### src/bilinear_image_resize_macros.svh
// assertion macros for the bilinear resize block
`ifndef BILINEAR_IMAGE_RESIZE_MACROS_SVH
`define BILINEAR_IMAGE_RESIZE_MACROS_SVH
`ifndef SYNTHESIS
`define BIR_ASSERT_IMP(label, pre, post) \
	label: assert property (@(posedge clk) disable iff (!arst_n) (pre) |-> (post)) \
		else $error("assertion failed");
`define BIR_ASSERT_NEXT(label, pre, post) \
	label: assert property (@(posedge clk) disable iff (!arst_n) (pre) |=> (post)) \
		else $error("assertion failed");
`else
`define BIR_ASSERT_IMP(label, pre, post)
`define BIR_ASSERT_NEXT(label, pre, post)
`endif
`endif

### src/bir_pkg.sv
// shared constants and types of the bilinear resize block
`timescale 1ns / 1ps
package bir_pkg;
	localparam int MAX_SIDE_DEF  = 256;
	localparam int FRAC_BITS_DEF = 16;
	localparam int CHANNELS      = 3;
	localparam int CFG_W         = 9;
	localparam int CFG_IDX_W     = 2;
	localparam int PIX_W         = 8 * CHANNELS;
	localparam int RES_W         = 16;

	localparam logic [CFG_IDX_W-1:0] REG_IN_HEIGHT  = 2'd0;
	localparam logic [CFG_IDX_W-1:0] REG_IN_WIDTH   = 2'd1;
	localparam logic [CFG_IDX_W-1:0] REG_OUT_HEIGHT = 2'd2;
	localparam logic [CFG_IDX_W-1:0] REG_OUT_WIDTH  = 2'd3;

	localparam logic [CFG_W-1:0] RST_IN_HEIGHT  = 9'd256;
	localparam logic [CFG_W-1:0] RST_IN_WIDTH   = 9'd256;
	localparam logic [CFG_W-1:0] RST_OUT_HEIGHT = 9'd224;
	localparam logic [CFG_W-1:0] RST_OUT_WIDTH  = 9'd224;

	localparam logic OP_LOAD    = 1'b0;
	localparam logic OP_PRODUCE = 1'b1;

	typedef logic [RES_W-1:0] chan_res_t;
endpackage

### src/bir_merge.sv
// output register, gathers the lane results into one transaction
`timescale 1ns / 1ps
module bir_merge (
	input  logic                                  clk,
	input  logic                                  arst_n,
	input  logic                                  load,
	input  bir_pkg::chan_res_t                    lane_res [bir_pkg::CHANNELS],
	input  logic                                  last,
	output logic                                  free,
	output logic                                  m_tvalid,
	input  logic                                  m_tready,
	output logic [bir_pkg::CHANNELS*bir_pkg::RES_W-1:0] m_tdata,
	output logic                                  m_tlast
);
	logic                                          valid_q;
	logic [bir_pkg::CHANNELS*bir_pkg::RES_W-1:0]   data_q;
	logic                                          last_q;

	assign free = !valid_q || m_tready;

	always_ff @(posedge clk or negedge arst_n) begin
		if (!arst_n) begin
			valid_q <= 1'b0;
		end else if (load) begin
			valid_q <= 1'b1;
		end else if (m_tready) begin
			valid_q <= 1'b0;
		end
	end

	always_ff @(posedge clk) begin
		if (load) begin
			for (int c = 0; c < bir_pkg::CHANNELS; c++) begin
				data_q[c*bir_pkg::RES_W +: bir_pkg::RES_W] <= lane_res[c];
			end
			last_q <= last;
		end
	end

	assign m_tvalid = valid_q;
	assign m_tdata  = data_q;
	assign m_tlast  = last_q;
endmodule

### config.mk
export PLATFORM = sky130hd
export DESIGN_NAME = bir_merge
export DESIGN_NICKNAME = d
export VERILOG_FILES = /design/src/bilinear_image_resize_macros.svh /design/src/bir_pkg.sv /design/src/bir_merge.sv
export SDC_FILE = /design/constraint.sdc
export NUM_CORES = 1
export LEC_CHECK = 0
export BUFFER_PORTS_ARGS = -buffer_cell sky130_fd_sc_hd__buf_2
export CAP_MARGIN = 10
export CORE_ASPECT_RATIO = 1.75
export CORE_MARGIN = 1
export CORE_UTILIZATION = 40
export DETAILED_ROUTE_END_ITERATION = 8
export MAX_ROUTING_LAYER = met4
export PLACE_DENSITY = 0.77
export SLEW_MARGIN = 20
export SYNTH_ARGS = -nofsm -noshare
export SYNTH_HDL_FRONTEND = slang
export SYNTH_SLANG_ARGS = --single-unit
### constraint.sdc
create_clock -name clk -period 0.8 [get_ports clk]
set_input_delay 0 -clock clk [delete_from_list [all_inputs] [get_ports clk]]
set_output_delay 0 -clock clk [all_outputs]
set_load 0.02 [all_outputs]
==> impl_metrics.toml <==
[detailed_routing]
first_iter_violations = 28
antenna_left = 0
vias = 1141
drc = 0
totalWireLength_mm = 4.08
wl_per_cell_um = 15.4
avgViaCountPerCell = 4.32
firstDrtPassIters = 4

[synthesis]
syn_avg_cell_area_sq_um = 29.2
synthMuxAreaShare_pct = 0
synth_top_family_by_area = "simple AND/OR/NAND/NOR gates"
ys.warnings.count = 0
postSynthRegisterBits = 50
syn_inst = 52
synth-compound-area-share_pct = 0
syn_nets = 105
ys_seq_area_share_pct = 98.5
synth_adder_area_share_pct = 0
synth-xor-area-share_pct = 0
synth_cell_type_count = 4
synth-simple-area-share_pct = 1.48
netlist_area_sq_mm = 0.00152

[floorplanning]
die_w_um = 48.6
placementRows = 29
die_y_um = 83.5
io_pins = 104
coreArea_sq_mm = 0.00363
die-area_sq_mm = 0.00406
initial_utilization_pct = 41.9

[global_routing]
grt_pass1_vias = 1225
grt_max_degree = 27
antenna_found_initial = 0
grt_overflow = 0
grt_pass1_wl_mm = 5.76
grt_usage_pct = 20.6

[power_and_ir_drop]
p_leak_nw = 1.26
power_density_mw_per_mm2 = 1910
ir_drop_v = 0.00169
power_mw = 5.64

[clock_network]
path_clk_slew_ps = 80
cts_tree = "built"
cts_buffers = 5
htreeDepth = 2
clock_latency_ps = 290
root_buffer = "clkbuf_8"
numClockSinks = 50
clk_path_buf_depth = 2

[setup_path]
reg2reg_setup_slack_ps = -50
crit_type = "reg2out"
reg2reg_to = "m_tvalid$_DFFE_PN0P_"
arrival_ps = 900
crit_start = "m_tvalid$_DFFE_PN0P_"
endpoint = "free"
r2r_start = "m_tvalid$_DFFE_PN0P_"
cp_top_family = "flip-flops"
start_kind = "flip-flop"
slowest_stage = "dfrtp_1"
cp.depth = 2
critPathMaxFanout = 2
cp.buffers_inverters = 1
cp_data_required_time_ps = 800
worst_setup_path_end_kind = "primary output"
r2r_cells = 4
slowest_delay_ps = 420
crit_chain = "nand2b_4, buf_6"

[timing]
fmax_ghz = 1.11
period_share_pct = 113
finalHoldViolations = 0
skew_ps = 0
slew_viol_final = 0
relSlewSlack_pct = 91.1
tightestPinTransition_ps = 134
fin_ws_ps = -100
rsz0062_at_grt = "true"
setup_viol = 48
period_minus_slack_ps = 900

[placed_design]
io_buffers = 103
placed_cells = 203
gp_congestion = 0.699

[run_status]
status = "finished, violations left"
violations = "negative setup slack"

[finish]
diodes = 0
final_nets = 270
nFillCells = 189
fin_cells = 264
drive_gt1_share_pct = 52.8
area_delta_synth_final_pct = 94.1

[job]
cap_violations = 0

[min_path]
hold_path_class = "in2reg"
cell usage after synthesis:
master | number | area share (%)
nand2b_2 | 1 | 0.58
nand2b_4 | 1 | 0.91
dfrtp_1 | 1 | 1.6
edfxtp_1 | 49 | 97
cells in the final DEF (no fill, tap or decap):
master,synthesis,routed
buf_12,0,2
buf_2,0,71
buf_4,0,2
buf_6,0,32
clkbuf_1,0,2
clkbuf_8,0,6
dfrtp_1,1,1
dlygate4sd3_1,0,51
edfxtp_1,49,49
nand2b_2,1,1
nand2b_4,1,1
worst min-delay path, cell delays in order:
cell	delay, ps
buf_2	80
nand2b_4	110
buf_4	100
buf_4	90
nand2b_2	50
logic make-up after synthesis:
logic type | after synthesis
flops | 50
simple gates | 2
repair_timing:
action	4_1_cts	5_1_grt
buffers inserted	1	1
gates resized for setup	14	50
hold endpoints to repair	50	0
hold buffers	51	0
endpoints found under the setup margin	51	51
state kept, by name, summed over array words and instances, names as in the netlist:
register,cells
m_tvalid,1
m_tlast,1
m_tdata,48
through the flow:
step / hold slack [ps] / TNS (ps) / setup slack [ps] / instance area, sq um / utilization [%]
2_1_floorplan: -296 / 0 / 28.0 / 1520 / -
3_3_place_gp: -225 / 0 / 168 / 2130 / 58.8
3_5_place_dp: -220 / 0 / 152 / 2130 / 58.8
4_1_cts: 73.5 / -1540 / -103 / 2780 / 76.7
5_1_grt: 176 / -3040 / -142 / 2950 / 81.2
6_report: 173 / -1440 / -100 / 2950 / 81.2
power breakdown:
part / internal (mW) / switching (mW) / leakage (nW)
Clock: 0.705 / 0.706 / 0.0455
Combinational: 0.562 / 0.479 / 0.725
Sequential: 3.11 / 0.0861 / 0.490
layout make-up:
type,count,area (sq um),share of cell area (%)
flip-flops and latches,50,1500,50.8
repair buffers,158,1280,43.5
clock buffers,8,90.1,3.06
well taps,46,57.6,1.95
multi-input cells,2,22.5,0.764
layer usage:
layer  global-route usage, %  wire, um
met4                    10.4       177
met5                       -         0
met3                    4.55       181
met2                    38.4      2390
met1                    19.0      1330
worst min path at each step:
stage             start                    to  cells after the start  slack (ps)
2_1_floorplan    arst_n  m_tvalid$_DFFE_PN0P_                      0        -300
3_3_place_gp     arst_n  m_tvalid$_DFFE_PN0P_                      1        -230
3_5_place_dp     arst_n  m_tvalid$_DFFE_PN0P_                      1        -220
4_1_cts        m_tready  m_tvalid$_DFFE_PN0P_                      4          70
5_1_grt        m_tready  m_tvalid$_DFFE_PN0P_                      5         180
6_report       m_tready  m_tvalid$_DFFE_PN0P_                      5         170
No activity file was read; power rests on OpenSTA's default activity.
