### src/bilinear_image_resize_macros.svh
// assertion macros for the bilinear resize block
`ifndef BILINEAR_IMAGE_RESIZE_MACROS_SVH
`define BILINEAR_IMAGE_RESIZE_MACROS_SVH
`ifndef SYNTHESIS
`define BIR_ASSERT_IMP(label, pre, post) \
	label: assert property (@(posedge clk) disable iff (!arst_n) (pre) |-> (post)) \
		else $error("assertion failed");
`define BIR_ASSERT_NEXT(label, pre, post) \
	label: assert property (@(posedge clk) disable iff (!arst_n) (pre) |=> (post)) \
		else $error("assertion failed");
`else
`define BIR_ASSERT_IMP(label, pre, post)
`define BIR_ASSERT_NEXT(label, pre, post)
`endif
`endif

### src/bir_pkg.sv
// shared constants and types of the bilinear resize block
`timescale 1ns / 1ps
package bir_pkg;
	localparam int MAX_SIDE_DEF  = 256;
	localparam int FRAC_BITS_DEF = 16;
	localparam int CHANNELS      = 3;
	localparam int CFG_W         = 9;
	localparam int CFG_IDX_W     = 2;
	localparam int PIX_W         = 8 * CHANNELS;
	localparam int RES_W         = 16;

	localparam logic [CFG_IDX_W-1:0] REG_IN_HEIGHT  = 2'd0;
	localparam logic [CFG_IDX_W-1:0] REG_IN_WIDTH   = 2'd1;
	localparam logic [CFG_IDX_W-1:0] REG_OUT_HEIGHT = 2'd2;
	localparam logic [CFG_IDX_W-1:0] REG_OUT_WIDTH  = 2'd3;

	localparam logic [CFG_W-1:0] RST_IN_HEIGHT  = 9'd256;
	localparam logic [CFG_W-1:0] RST_IN_WIDTH   = 9'd256;
	localparam logic [CFG_W-1:0] RST_OUT_HEIGHT = 9'd224;
	localparam logic [CFG_W-1:0] RST_OUT_WIDTH  = 9'd224;

	localparam logic OP_LOAD    = 1'b0;
	localparam logic OP_PRODUCE = 1'b1;

	typedef logic [RES_W-1:0] chan_res_t;
endpackage

### src/bir_lane.sv
// one colour lane: row blends, then column blend, two register stages
`timescale 1ns / 1ps
module bir_lane #(
	parameter int FRAC_BITS = bir_pkg::FRAC_BITS_DEF
) (
	input  logic                    clk,
	input  logic [7:0]              tl,
	input  logic [7:0]              tr,
	input  logic [7:0]              bl,
	input  logic [7:0]              br,
	input  logic [FRAC_BITS-1:0]    fx,
	input  logic [FRAC_BITS-1:0]    fy,
	output bir_pkg::chan_res_t      result
);
	localparam int F = FRAC_BITS;

	logic signed [8:0]     d_top;
	logic signed [8:0]     d_bot;
	logic signed [F+9:0]   top_w;
	logic signed [F+9:0]   bot_w;
	logic [F+7:0]          top_s1;
	logic [F+7:0]          bot_s1;
	logic signed [F+8:0]   d_col;
	logic signed [2*F+9:0] v_w;
	bir_pkg::chan_res_t    res_s2;

	always_comb begin
		d_top = $signed({1'b0, tr}) - $signed({1'b0, tl});
		d_bot = $signed({1'b0, br}) - $signed({1'b0, bl});
		top_w = $signed({2'b00, tl, {F{1'b0}}}) + d_top * $signed({1'b0, fx});
		bot_w = $signed({2'b00, bl, {F{1'b0}}}) + d_bot * $signed({1'b0, fx});
		d_col = $signed({1'b0, bot_s1}) - $signed({1'b0, top_s1});
		v_w   = $signed({2'b00, top_s1, {F{1'b0}}}) + d_col * $signed({1'b0, fy});
	end

	// blends lie between their end points, so they are never negative
	always_ff @(posedge clk) begin
		top_s1 <= top_w[F+7:0];
		bot_s1 <= bot_w[F+7:0];
		res_s2 <= v_w[2*F+7:2*F-8];
	end

	assign result = res_s2;
endmodule

### config.mk
export PLATFORM = sky130hd
export DESIGN_NAME = bir_lane
export DESIGN_NICKNAME = d
export VERILOG_FILES = /design/src/bilinear_image_resize_macros.svh /design/src/bir_pkg.sv /design/src/bir_lane.sv
export SDC_FILE = /design/constraint.sdc
export NUM_CORES = 2
export LEC_CHECK = 0
export BUFFER_PORTS_ARGS = -buffer_cell sky130_fd_sc_hd__buf_2
export CORE_MARGIN = 4
export CORE_UTILIZATION = 60
export DETAILED_ROUTE_END_ITERATION = 12
export PLACE_DENSITY = 0.73
export SLEW_MARGIN = 20
export SYNTH_ARGS = -nofsm -noshare
export SYNTH_HDL_FRONTEND = slang
export SYNTH_SLANG_ARGS = --single-unit
### constraint.sdc
create_clock -name clk -period 14.2 [get_ports clk]
set_clock_uncertainty 0.1 [all_clocks]
set_input_delay 0.71 -clock clk [delete_from_list [all_inputs] [get_ports clk]]
set_output_delay 0.71 -clock clk [all_outputs]
set_load 0.005 [all_outputs]
==> impl_results.md <==
* Die Width at 223 um
* Total CTS buffers at 9
* Min-Delay Startpoint: fx[0]
* CP max stage cell: o2111a_1
* Max_slew headroom at 0.285
* Final nets at about 4,100
* Starting Density at 0.610
* Endpoints failing setup at 0
* Worst min path class: in2reg
* Routed WL at between 60 and 70 mm
* Setup CP Type: reg2reg
* Commonest non-fill, non-tap cells in the layout: inv_1, fa_1, nand2_1
* RSZ-0062 raised after global routing: no
* Number of synthesized flops with an enable pin at 0
* Area grow syn2layout at 4.48%
* Post-route minimum period at 9170 ps
* Cell depth of the worst hold path at 2
* Setup TNS at 0 ps
* Reg2Reg Depth at 30
* Largest area contributor in the netlist: fa_1
* Die Ht at between 200 and 250 um
* Core Rows at 78
* Post-route ant nets at 0
* Slew Limit Fails at 0
* CTS tree: built
* Crit share post-route at 0.646
* Flop and latch count out of synthesis at 64
* Yosys warnings at 0
* Worst-path maximum fanout at 24
* Fin. Hold Viols at 0
* Initial antenna violation count at 0
* Commonest non-fill, non-tap cell in the layout: inv_1
* CORE AREA at 45,700 um2
* Setup Fix Bufs, Post-CTS at 0
* Top cell type's share of synthesized area at 0.448
* Via/cell ratio at about 5.5
* Post-Synthesis Cells at 3,147
* CP endpoint kind: flip-flop
* Number of global-route vias before repair at 22,900
* Hold endpoint: bot_s1[0]
* Worst EP required at 14,370 ps
* Ys async rst share at 0
* Total GRT Usage at 0.276
* Detailed-route via count at 20,500
* Clock sink count at 64
* Crit path arrival time at 9340 ps
* DR DRC count at 0
* DP HPWL at 53.6 mm
* # IOs at 81
* End of the worst register-to-register path: result[15]
* Clk pin slew, worst setup/hold paths at around 60 ps
* Syn avg cell area at 8.85 um2
* Critical Path Max Stage Delay at 910 ps
* Top area cells in the synthesized netlist: fa_1, ha_1, inv_1
* Dominant synthesized flop cell: dfxtp_1
* GPL Wtd Cong at 0.904
* Post-Syn Nets at slightly above 4,000
* Post-Syn Area at between 20,000 and 30,000 um2
* Cell mode on critical path: fa_1
* Post-detailed-route wirelength per cell at 17.6 um
* Root buf cell: clkbuf_16
* Overflow after GRT at 0
* Crit path launch type: flip-flop
* CTS-repair resized insts at 0
* Sequential area share after synthesis at 0.0460
* Max-Cap Viols at 0
* Global-route wire length before repair at 113 mm
* DR iter-0 viols at 1,292
* Worst Tran Pin Value at ~1100 ps
* Drt pass-1 iters at 6
* Htree depth at 3
* # port buffers at 80
* Die area at 49,900 um2
* Distinct cells, synth at 71
* Largest net degree at the start of global routing at 47
* Outcome: completed
* Max Freq at 0.109 GHz
* CTS hold repair buffers at 0
* Share of cells above drive strength 1 at 0.0590
* CTS max path bufs at 2
* Clk Latency, worst-skew pair at 350 ps
* Ant diodes at 0
* Reg-to-reg slack, setup at 5030 ps
* RR Startpoint: top_s1[1]
-- metal layers --
metal / GRT usage / share of wire / vias up
li1: - / - / 9229
met1: 0.359 / 0.41 / 10400
met2: 0.484 / 0.50 / 720
met3: 0.0355 / 0.059 / 127
met4: 0.0891 / 0.029 / 0
met5: 0 / 0 / -
-- cell type report --
cell class / instances / area [um2]
Fill cell: 3831 / 16600
Multi-Input combinational cell: 2138 / 23100
Inverter: 825 / 3100
Tap cell: 600 / 751
Clock buffer: 10 / 239
Sequential cell: 64 / 1280
Timing Repair Buffer: 110 / 626
Clock inverter: 6 / 42.5
-- critical path: cells and delay by family, from the launching register on --
kind                     cells  cell delay (ps)
buffers and inverters        5              300
XOR/XNOR                     1              170
multiplexers                 1              300
AND/OR/NAND/NOR              4              770
flip-flops                   1              410
adder cells (fa/ha/maj)      8             3640
AO/OA/AOI/OAI               11             3380
-- worst max-delay path by stage --
| stage | start | end | slack, ps | cells past startpoint |
|---|---|---|---|---|
| 2_1_floorplan | bot_s1[0] | result[15] | 6410 | 32 |
| 3_3_place_gp | top_s1[1] | result[15] | 5430 | 30 |
| 3_5_place_dp | top_s1[1] | result[15] | 5180 | 30 |
| 4_1_cts | top_s1[1] | result[15] | 5080 | 30 |
| 5_1_grt | top_s1[1] | result[15] | 4590 | 30 |
| 6_report | top_s1[1] | result[15] | 5030 | 30 |
-- synthesized netlist by cell type (all sizes together) (5+ instances only) --
library cell    n
or2            32
buf            10
o211ai         11
a21o           16
nand3          22
a21boi          5
inv           825
ha            255
and2          294
o2111ai        11
o21ai          41
nand2b         50
and3            6
or4             7
nand3b         10
o21a           21
dfxtp          64
nor4            6
xnor2          72
nor2           52
nand2         352
xor2           24
fa            624
a311oi          8
mux2i           9
a21oi          60
and3b          11
nor3           27
o21bai          5
nor2b          59
clkbuf        110
-- cells by family (layout without fill, tap and decap cells) --
family,after synthesis,after routing,synth area share
muxes,9,9,0.00323
AOI/OAI and AO/OA,215,215,0.0543
adders and majority gates,879,879,0.563
and+or+nand+nor,939,939,0.175
xor gates and xnor gates,96,96,0.0310
buffers and inverters,945,951,0.128
DFF,64,64,0.0460
-- through the flow --
stage          hold WS (ps)  cells  utilization  area, um2  worst slack [ps]
4_1_cts                 686   3753        0.637      29100              5080
6_report                694   3753        0.637      29100              5030
3_5_place_dp            988   3737        0.631      28800              5180
3_3_place_gp            988   3737        0.631      28800              5430
5_1_grt                 700   3753        0.637      29100              4590
2_1_floorplan           738   3147            -      27900              6410
-- registers in the layout, indices dropped and copies added, names as in the netlist --
signal / flops
bot_s1: 24
top_s1: 24
result: 16
Power is not shown: default switching activity piles up to over one toggle a cycle in this logic, so the estimate is an artifact.
