===== config.mk =====
export PLATFORM = sky130hd
export DESIGN_NAME = bir_div
export DESIGN_NICKNAME = d
export VERILOG_FILES = /design/src/bilinear_image_resize_macros.svh /design/src/bir_div.sv
export SDC_FILE = /design/constraint.sdc
export NUM_CORES = 1
export LEC_CHECK = 0
export BUFFER_PORTS_ARGS = -buffer_cell sky130_fd_sc_hd__buf_2
export CORE_ASPECT_RATIO = 0.7
export CORE_UTILIZATION = 40
export DETAILED_ROUTE_END_ITERATION = 8
export GPL_ROUTABILITY_DRIVEN = 0
export PLACE_DENSITY = 0.61
export SETUP_SLACK_MARGIN = 0.3
export SLEW_MARGIN = 20
export SYNTH_ARGS = -nofsm -noshare
export SYNTH_HDL_FRONTEND = slang
export SYNTH_SLANG_ARGS = --single-unit

===== constraint.sdc =====
create_clock -name clk -period 3.1 [get_ports clk]
set_input_delay 0.62 -clock clk [delete_from_list [all_inputs] [get_ports clk]]
set_output_delay 0.62 -clock clk [all_outputs]
set_load 0.01 [all_outputs]

===== src/bilinear_image_resize_macros.svh =====
// assertion macros for the bilinear resize block
`ifndef BILINEAR_IMAGE_RESIZE_MACROS_SVH
`define BILINEAR_IMAGE_RESIZE_MACROS_SVH
`ifndef SYNTHESIS
`define BIR_ASSERT_IMP(label, pre, post) \
	label: assert property (@(posedge clk) disable iff (!arst_n) (pre) |-> (post)) \
		else $error("assertion failed");
`define BIR_ASSERT_NEXT(label, pre, post) \
	label: assert property (@(posedge clk) disable iff (!arst_n) (pre) |=> (post)) \
		else $error("assertion failed");
`else
`define BIR_ASSERT_IMP(label, pre, post)
`define BIR_ASSERT_NEXT(label, pre, post)
`endif
`endif


===== src/bir_div.sv =====
// restoring divider, one quotient bit per cycle, computes the axis scales
`timescale 1ns / 1ps
module bir_div #(
	parameter int NUM_W = 25,
	parameter int DEN_W = 9
) (
	input  logic             clk,
	input  logic             arst_n,
	input  logic             start,
	input  logic [NUM_W-1:0] dividend,
	input  logic [DEN_W-1:0] divisor,
	output logic             done,
	output logic [NUM_W-1:0] quotient
);
	localparam int CNT_W = $clog2(NUM_W + 1);

	logic [DEN_W-1:0] rem_q;
	logic [DEN_W-1:0] den_q;
	logic [NUM_W-1:0] quo_q;
	logic [CNT_W-1:0] cnt_q;
	logic             busy_q;
	logic             done_q;
	logic [DEN_W:0]   trial;
	logic             fits;

	assign trial = {rem_q, quo_q[NUM_W-1]};
	assign fits  = trial >= {1'b0, den_q};

	always_ff @(posedge clk or negedge arst_n) begin
		if (!arst_n) begin
			busy_q <= 1'b0;
			done_q <= 1'b0;
			cnt_q  <= '0;
		end else begin
			done_q <= 1'b0;
			if (start) begin
				busy_q <= 1'b1;
				cnt_q  <= CNT_W'(NUM_W);
			end else if (busy_q) begin
				cnt_q <= cnt_q - 1'b1;
				if (cnt_q == CNT_W'(1)) begin
					busy_q <= 1'b0;
					done_q <= 1'b1;
				end
			end
		end
	end

	always_ff @(posedge clk) begin
		if (start) begin
			quo_q <= dividend;
			den_q <= divisor;
			rem_q <= '0;
		end else if (busy_q) begin
			// remainder stays below the divisor, so its top bit drops out
			rem_q <= fits ? DEN_W'(trial - {1'b0, den_q}) : trial[DEN_W-1:0];
			quo_q <= {quo_q[NUM_W-2:0], fits};
		end
	end

	assign done     = done_q;
	assign quotient = quo_q;
endmodule


==> insert_results.sql, run 1 <==
INSERT INTO impl_metrics (metric_group, metric, value, unit) VALUES
('detailed_routing', 'first_pass_iters', '4', ''),
('global_route', 'grt_antenna_before_repair', '0', ''),
('critical_path', 'critPathRequiredTime', '3.24', 'ns'),
('sta', 'tightestPinTransition', '0.715', 'ns'),
('clock_network', 'number_of_gates_resized_after_cts', '0', ''),
('critical_path', 'critPathSlowestCell', 'sky130_fd_sc_hd__fa_1', ''),
('sta', 'timing.final.crit_period', '2.54', 'ns'),
('sta', 'final.period_utilization', '81.9', '%'),
('logic_synthesis', 'synth_edf_count', '34', ''),
('detailed_routing', 'detail_route.iter0.violations', '73', ''),
('power_and_ir_drop', 'vdd.ir_drop.worst', '328', 'uV'),
('critical_path', 'rrSetupSlack', '0.56', 'ns'),
('power_and_ir_drop', 'overall_power_after_layout', '0.00220', 'W'),
('logic_synthesis', 'syn-instance-count', '202', ''),
('detailed_routing', 'postRouteAntennaNets', '0', ''),
('sta', 'clock-skew-final', '0.0103', 'ns'),
('clock_network', 'clk_latency', '0.29', 'ns'),
('clock_network', 'cts_tree', 'yes', ''),
('logic_synthesis', 'syn-mean-instance-area', '12.8', 'sq um'),
('hold_path', 'hold_path.class', 'primary input to async pin', ''),
('placed_design', 'dp_hpwl', '3560', 'microns'),
('logic_synthesis', 'seq_area_frac_synth', '53.3', '%'),
('clock_network', 'cts_buffers', '5', ''),
('floorplan', 'dieArea', '0.00679', 'sq mm'),
('detailed_routing', 'totalWireLength', '4850', 'microns'),
('power_and_ir_drop', 'static-leakage-power', '1.34', 'nW'),
('final_layout', 'share_of_layout_cells_above_drive_strength_1', '40.7', '%'),
('sta', 'fmax', '0.394', 'GHz'),
('power_and_ir_drop', 'net-switching-power', '0.000771', 'W'),
('placed_design', 'dpl.cell_count', '336', ''),
('floorplan', 'num_rows', '24', ''),
('critical_path', 'timing.reg2reg.worst_path_depth', '10', ''),
('critical_path', 'path_delay_family', 'compound AO/OA/AOI/OAI gates', ''),
('final_layout', 'synthToLayoutAreaGrowth', '18.7', '%'),
('clock_network', 'htreeDepth', '2', ''),
('power_and_ir_drop', 'seqPwrFrac', '42.7', '%'),
('clock_network', 'postCtsSetupBuffers', '0', ''),
('critical_path', 'path_cells', 'inv_1 -> ha_1 -> inv_1 -> fa_1 -> a211oi_4 -> o21ai_2 -> a211oi_4 -> buf_4 -> mux2i_1 -> a211oi_1', ''),
('final_layout', 'fin_cells', '346', ''),
('sta', 'rsz0062_at_grt', 'no', ''),
('sta', 'report.final.hold_viol_count', '0', ''),
('global_route', 'global_route_wire_length_before_repair', '8040', 'microns'),
('logic_synthesis', 'synth_seq_cells', '50', ''),
('clock_network', 'clk_path_buf_depth', '2', ''),
('sta', 'slew_violations', '0', ''),
('detailed_routing', 'avgRoutedWirePerCell', '14.0', 'microns'),
('final_layout', 'num_antenna_cells', '0', ''),
('logic_synthesis', 'ys_dominant_reg_cell', 'sky130_fd_sc_hd__edfxtp_1', ''),
('global_route', 'largest_net_degree_at_the_start_of_global_routing', '28', ''),
('power_and_ir_drop', 'p_sw_share', '35.1', '%'),
('logic_synthesis', 'asyncSetResetFlopFracSynth', '14.0', '%'),
('status', 'status', 'complete, no violations', ''),
('floorplan', 'fp.coreArea', '0.00625', 'sq mm'),
('floorplan', 'fp.dieH', '69.2', 'microns'),
('critical_path', 'r2r_end', 'rem_q[3]', ''),
('detailed_routing', 'detail_route.drc_violations', '0', ''),
('final_layout', 'final_nets', '316', ''),
('floorplan', 'die_w', '98.1', 'microns'),
('clock_network', 'clk_transition_reported_paths', '0.09', 'ns'),
('floorplan', 'num_io_pins', '63', ''),
('global_route', 'grt_pass1_vias', '1564', ''),
('critical_path', 'sum_of_buffers_and_inverters_on_the_critical_path', '3', ''),
('job', 'drv.max_cap_violation_count', '0', ''),
('power_and_ir_drop', 'power.clock.fraction', '16.3', '%'),
('detailed_routing', 'num_vias', '1689', ''),
('detailed_routing', 'via_per_inst', '4.88', ''),
('placed_design', 'port-buffer-count', '62', ''),
('power_and_ir_drop', 'p_int', '0.00143', 'W'),
('logic_synthesis', 'synth_area', '0.00258', 'sq mm'),
('critical_path', 'timing.critical_path.from_type', 'register', ''),
('logic_synthesis', 'synth_cell_types', '46', '');
==> how the worst max path moves through the flow <==
stage | from | to | slack, ns | cells after the start
floorplan | quotient[24] | rem_q[0] | 0.62 | 10
global placement | quotient[24] | rem_q[6] | 0.53 | 10
detailed placement | quotient[24] | rem_q[6] | 0.41 | 10
CTS | quotient[24] | rem_q[3] | 0.38 | 10
global route | quotient[24] | rem_q[8] | 0.40 | 9
finish | quotient[24] | rem_q[3] | 0.56 | 10
==> routing by layer <==
metal  track usage [%]  part of all wire [%]  vias to the layer above
met3              4.44                   6.1                        4
met4              4.04                  0.64                        0
li1                  -                     -                      875
met1              24.7                    55                      755
met2              19.3                    39                       55
met5                 0                     0                        -
==> area by class of cell <==
type                            instances  area [sq um]
Fill cell                             576          3180
Sequential cell                        50          1380
Multi-Input combinational cell        128          1110
Timing Repair Buffer                   67           348
Tap cell                               78          97.6
Clock buffer                            6          72.6
Inverter                               15          56.3
Clock inverter                          2          8.76
==> flip-flops by register name, summed over array words and instances (netlist names) <==
signal    count
rem_q         9
quotient     25
den_q         9
done          1
cnt_q         5
busy_q        1
==> cell usage after synthesis (2+ instances only) <==
library cell               count  area, sq um
sky130_fd_sc_hd__a211o_1       2         17.5
sky130_fd_sc_hd__a211oi_1      6         45.0
sky130_fd_sc_hd__a211oi_4      2         40.0
sky130_fd_sc_hd__a21o_1        2         15.0
sky130_fd_sc_hd__a21oi_1       5         25.0
sky130_fd_sc_hd__a311oi_1      3         26.3
sky130_fd_sc_hd__clkbuf_1      7         26.3
sky130_fd_sc_hd__dfrtp_1       7          175
sky130_fd_sc_hd__dfxtp_1       9          180
sky130_fd_sc_hd__edfxtp_1     34         1020
sky130_fd_sc_hd__ha_1         11          138
sky130_fd_sc_hd__inv_1        15         56.3
sky130_fd_sc_hd__mux2_2       24          270
sky130_fd_sc_hd__mux2i_1       6         60.1
sky130_fd_sc_hd__nand2_1       5         18.8
sky130_fd_sc_hd__nand2b_1      6         37.5
sky130_fd_sc_hd__nand3_1       5         25.0
sky130_fd_sc_hd__nand4b_1      2         17.5
sky130_fd_sc_hd__nor2_1       13         48.8
sky130_fd_sc_hd__nor2b_1       2         12.5
sky130_fd_sc_hd__nor3_1        2         10.0
sky130_fd_sc_hd__nor3b_1       2         15.0
sky130_fd_sc_hd__nor4b_1       2         17.5
sky130_fd_sc_hd__o211ai_1      2         15.0
sky130_fd_sc_hd__xnor2_1       4         35.0
sky130_fd_sc_hd__xor2_1        4         35.0
==> through the flow <==
step                      utilization (%)  setup slack (ns)  area, sq um
after floorplan                         -             0.624         2580
after CTS                            48.9             0.379         3050
after detailed placement             47.6             0.408         2970
after global placement               47.6             0.530         2970
final                                49.1             0.560         3070
after global routing                 49.1             0.400         3070
==> worst reg2reg max path, stage by stage (launching register included) <==
cell and delay [ns]:
sky130_fd_sc_hd__edfxtp_1 0.39, sky130_fd_sc_hd__inv_1 0.09, sky130_fd_sc_hd__ha_1 0.16, sky130_fd_sc_hd__inv_1 0.05
sky130_fd_sc_hd__fa_1 0.43, sky130_fd_sc_hd__a211oi_4 0.31, sky130_fd_sc_hd__o21ai_2 0.14, sky130_fd_sc_hd__a211oi_4 0.29
sky130_fd_sc_hd__buf_4 0.22, sky130_fd_sc_hd__mux2i_1 0.20, sky130_fd_sc_hd__a211oi_1 0.10
==> power groups by stage <==
stage          combinational (W)  clock, W  sequential [W]
5_1_grt                 0.000994  0.000389        0.000955
4_1_cts                 0.000867  0.000372        0.000937
2_1_floorplan           0.000666         0        0.000939
6_report                0.000903  0.000358        0.000939
3_5_place_dp            0.000864         0        0.000949
3_3_place_gp            0.000864         0        0.000951
==> cells by family after synthesis <==
logic type	after synthesis	share of synthesized area (%)
flip-flops	50	53.3
AND/OR/NAND/NOR	47	10.9
AO/OA/AOI/OAI	31	10.4
multiplexers	30	12.8
buffers and inverters	24	3.83
adder cells (fa/ha/maj)	12	6.10
XOR/XNOR	8	2.71
==> cells in the final DEF, fill, tap and decap left out, types with 3 or more instances in the layout <==
cell type	instances
sky130_fd_sc_hd__a211oi_1	6
sky130_fd_sc_hd__nand2b_1	6
sky130_fd_sc_hd__nor2_1	13
sky130_fd_sc_hd__clkbuf_8	5
sky130_fd_sc_hd__mux2i_1	6
sky130_fd_sc_hd__xnor2_1	4
sky130_fd_sc_hd__a311oi_1	3
sky130_fd_sc_hd__buf_4	5
sky130_fd_sc_hd__xor2_1	4
sky130_fd_sc_hd__edfxtp_1	34
sky130_fd_sc_hd__nand3_1	5
sky130_fd_sc_hd__ha_1	11
sky130_fd_sc_hd__inv_1	15
sky130_fd_sc_hd__nand2_1	5
sky130_fd_sc_hd__a21oi_1	5
sky130_fd_sc_hd__dfrtp_1	7
sky130_fd_sc_hd__buf_2	62
sky130_fd_sc_hd__mux2_2	24
sky130_fd_sc_hd__dfxtp_1	9
Power figures use the tool's default switching activity.
==> inputs of run 2 (changes only) <==
- clock period: 3.1 -> 2.5 ns (I/O delays scaled with it)
==> run 2 against run 1 <==
Critical path type unchanged. Via count is 7.8% higher. Largest cell class unchanged. First-iteration DRC count fell by 14%. Worst hold slack got worse by 0.13 ns. Combinational power increased by 38%. Flip-flop and latch count is the same.
==> insert_results.sql, run 2 (same netlist as run 1, synthesis figures left out) <==
INSERT INTO impl_metrics (metric_group, metric, value, unit) VALUES
('clock_network', 'cts_tree', 'yes', ''),
('detailed_routing', 'num_vias', '1820', ''),
('placed_design', 'port-buffer-count', '62', ''),
('floorplan', 'die_w', '98.1', 'microns'),
('final_layout', 'n_fill_cell', '572', ''),
('critical_path', 'worstPathArrival', '2.51', 'ns'),
('global_route', 'global_route.overflow_total', '0', ''),
('detailed_routing', 'detail_route.drc_violations', '0', ''),
('clock_network', 'clk_path_buf_depth', '2', ''),
('job', 'drv.max_cap_violation_count', '0', ''),
('clock_network', 'clock-root-buffer', 'sky130_fd_sc_hd__clkbuf_8', ''),
('sta', 'slew-limit-headroom', '59.5', '%'),
('clock_network', 'clk_transition_reported_paths', '0.09', 'ns'),
('global_route', 'grt.total_usage', '16.1', '%'),
('detailed_routing', 'totalWireLength', '5250', 'microns'),
('clock_network', 'htreeDepth', '2', ''),
('power_and_ir_drop', 'static-leakage-power', '1.42', 'nW'),
('power_and_ir_drop', 'p_sw_share', '34.9', '%'),
('final_layout', 'synthToLayoutAreaGrowth', '24.6', '%'),
('critical_path', 'sum_of_buffers_and_inverters_on_the_critical_path', '2', ''),
('critical_path', 'path_delay_family', 'compound AO/OA/AOI/OAI gates', ''),
('final_layout', 'postLayoutCellArea', '0.00322', 'sq mm'),
('power_and_ir_drop', 'pwr_dens', '893', 'mW/mm^2'),
('critical_path', 'critPathRequiredTime', '2.69', 'ns'),
('final_layout', 'leading_cell_types_in_the_layout_fill_and_taps_excluded', '63 x sky130_fd_sc_hd__buf_2, 34 x sky130_fd_sc_hd__edfxtp_1, 24 x sky130_fd_sc_hd__mux2_2, 17 x sky130_fd_sc_hd__buf_4', ''),
('placed_design', 'dp_hpwl', '3700', 'microns'),
('final_layout', 'combined_area_of_the_multi_input_logic_cells', '0.00113', 'sq mm'),
('detailed_routing', 'detail_route.iter0.violations', '63', ''),
('final_layout', 'final_common_cell', 'sky130_fd_sc_hd__buf_2', ''),
('power_and_ir_drop', 'power.clock.fraction', '15.8', '%'),
('placed_design', 'dpl.cell_count', '338', ''),
('clock_network', 'count_of_hold_buffers_inserted_by_post_cts_repair', '0', ''),
('power_and_ir_drop', 'net-switching-power', '0.00100', 'W'),
('floorplan', 'num_rows', '24', ''),
('status', 'status', 'complete, no violations', ''),
('sta', 'fmax', '0.430', 'GHz'),
('global_route', 'global_route_wire_length_before_repair', '8400', 'microns'),
('detailed_routing', 'via_per_inst', '5.03', ''),
('sta', 'setup_tns', '0', 'ns'),
('critical_path', 'worstSetupPathType', 'register to register', ''),
('hold_path', 'hold_path.class', 'primary input to async pin', ''),
('power_and_ir_drop', 'overall_power_after_layout', '0.00287', 'W'),
('floorplan', 'dieArea', '0.00679', 'sq mm'),
('detailed_routing', 'first_pass_iters', '4', ''),
('floorplan', 'fp.dieH', '69.2', 'microns'),
('sta', 'report.final.hold_viol_count', '0', ''),
('final_layout', 'share_of_layout_cells_above_drive_strength_1', '45.8', '%'),
('floorplan', 'fp.coreArea', '0.00625', 'sq mm'),
('floorplan', 'start_util', '41.4', '%'),
('detailed_routing', 'avgRoutedWirePerCell', '14.5', 'microns'),
('final_layout', 'fin_cells', '362', ''),
('sta', 'slew_violations', '0', ''),
('final_layout', 'num_antenna_cells', '0', ''),
('sta', 'tightestPinTransition', '0.607', 'ns'),
('final_layout', 'ff_latch_area', '0.00138', 'sq mm'),
('critical_path', 'path_cells', 'inv_2 -> ha_4 -> inv_2 -> fa_2 -> a211oi_4 -> o21ai_2 -> a211oi_4 -> a2111oi_0 -> or3_1', ''),
('critical_path', 'timing.critical_path.from_type', 'register', ''),
('final_layout', 'final_nets', '332', ''),
('power_and_ir_drop', 'seqPwrFrac', '40.6', '%'),
('sta', 'final.period_utilization', '93.1', '%'),
('floorplan', 'num_io_pins', '63', ''),
('power_and_ir_drop', 'p_int', '0.00187', 'W'),
('clock_network', 'clk_latency', '0.30', 'ns'),
('placed_design', 'dpl-instance-area', '0.00299', 'sq mm'),
('sta', 'timing.final.crit_period', '2.33', 'ns'),
('critical_path', 'max_stage_delay', '0.42', 'ns'),
('sta', 'clock-skew-final', '0.0110', 'ns'),
('critical_path', 'timing.critical_path.fanout_max', '4', ''),
('detailed_routing', 'postRouteAntennaNets', '0', ''),
('global_route', 'grt_pass1_vias', '1688', ''),
('clock_network', 'cts_buffers', '5', ''),
('power_and_ir_drop', 'vdd.ir_drop.worst', '297', 'uV'),
('global_route', 'largest_net_degree_at_the_start_of_global_routing', '26', ''),
('sta', 'final-setup-viol-count', '0', ''),
('sta', 'rsz0062_at_grt', 'yes', ''),
('critical_path', 'critPathSlowestCell', 'sky130_fd_sc_hd__edfxtp_1', ''),
('power_and_ir_drop', 'pwr-share-comb', '43.6', '%'),
('global_route', 'grt_antenna_before_repair', '0', ''),
('final_layout', 'largest_register_ffs', '25', ''),
('critical_path', 'worst_setup_path_end_kind', 'register', ''),
('critical_path', 'rrSetupSlack', '0.17', 'ns'),
('clock_network', 'cts_num_sinks', '50', '');
[run 2: cell count changes in the layout (fill, tap and decap cells not counted), sizes merged]
cell  change
buf      +16
[run 2: power by group through the flow]
stage / combinational, W / clock, W / sequential (W)
6_report: 0.00125 / 0.000455 / 0.00117
5_1_grt: 0.00137 / 0.000493 / 0.00119
4_1_cts: 0.00122 / 0.000466 / 0.00116
3_5_place_dp: 0.00109 / 0 / 0.00118
3_3_place_gp: 0.00109 / 0 / 0.00118
2_1_floorplan: 0.000828 / 0 / 0.00116
[run 2: path summary, 6_finish.rpt]
path,startpoint,cells past startpoint,to
min in group clk,divisor[4],1,den_q[4]
max in group asynchronous,arst_n,1,cnt_q[3]
max reg2reg,quotient[24],9,rem_q[8]
min reg2reg,rem_q[7],2,rem_q[7]
min,arst_n,1,cnt_q[4]
max,quotient[24],9,rem_q[8]
[run 2: layer usage]
layer,vias up,track usage [%],wire [microns]
met5,-,0,0
met1,852,25.0,2740
met3,4,4.44,365
met4,0,4.04,31
met2,56,21.6,2110
li1,908,-,-
[run 2: stage by stage]
step                setup slack [ns]  hold slack, ns  utilization (%)
floorplan                      0.173           0.204                -
global placement               0.243           0.345             47.9
detailed placement             0.177           0.343             47.9
CTS                            0.224         0.00821             51.1
global route                  0.0361          0.0131             51.5
finish                         0.173          0.0117             51.5
[run 2: final cells by class]
type / count / share of cell area [%]
Inverter: 15 / 1.75
Clock buffer: 6 / 2.26
Multi-Input combinational cell: 128 / 35.1
Timing Repair Buffer: 83 / 14.8
Sequential cell: 50 / 42.8
Clock inverter: 2 / 0.272
Tap cell: 78 / 3.03
[run 2: repair_timing]
action,CTS,global route
cloned,1,0
setup endpoints to repair,10,10
buffers inserted,13,2
resized for setup,6,2
pin swaps,5,5
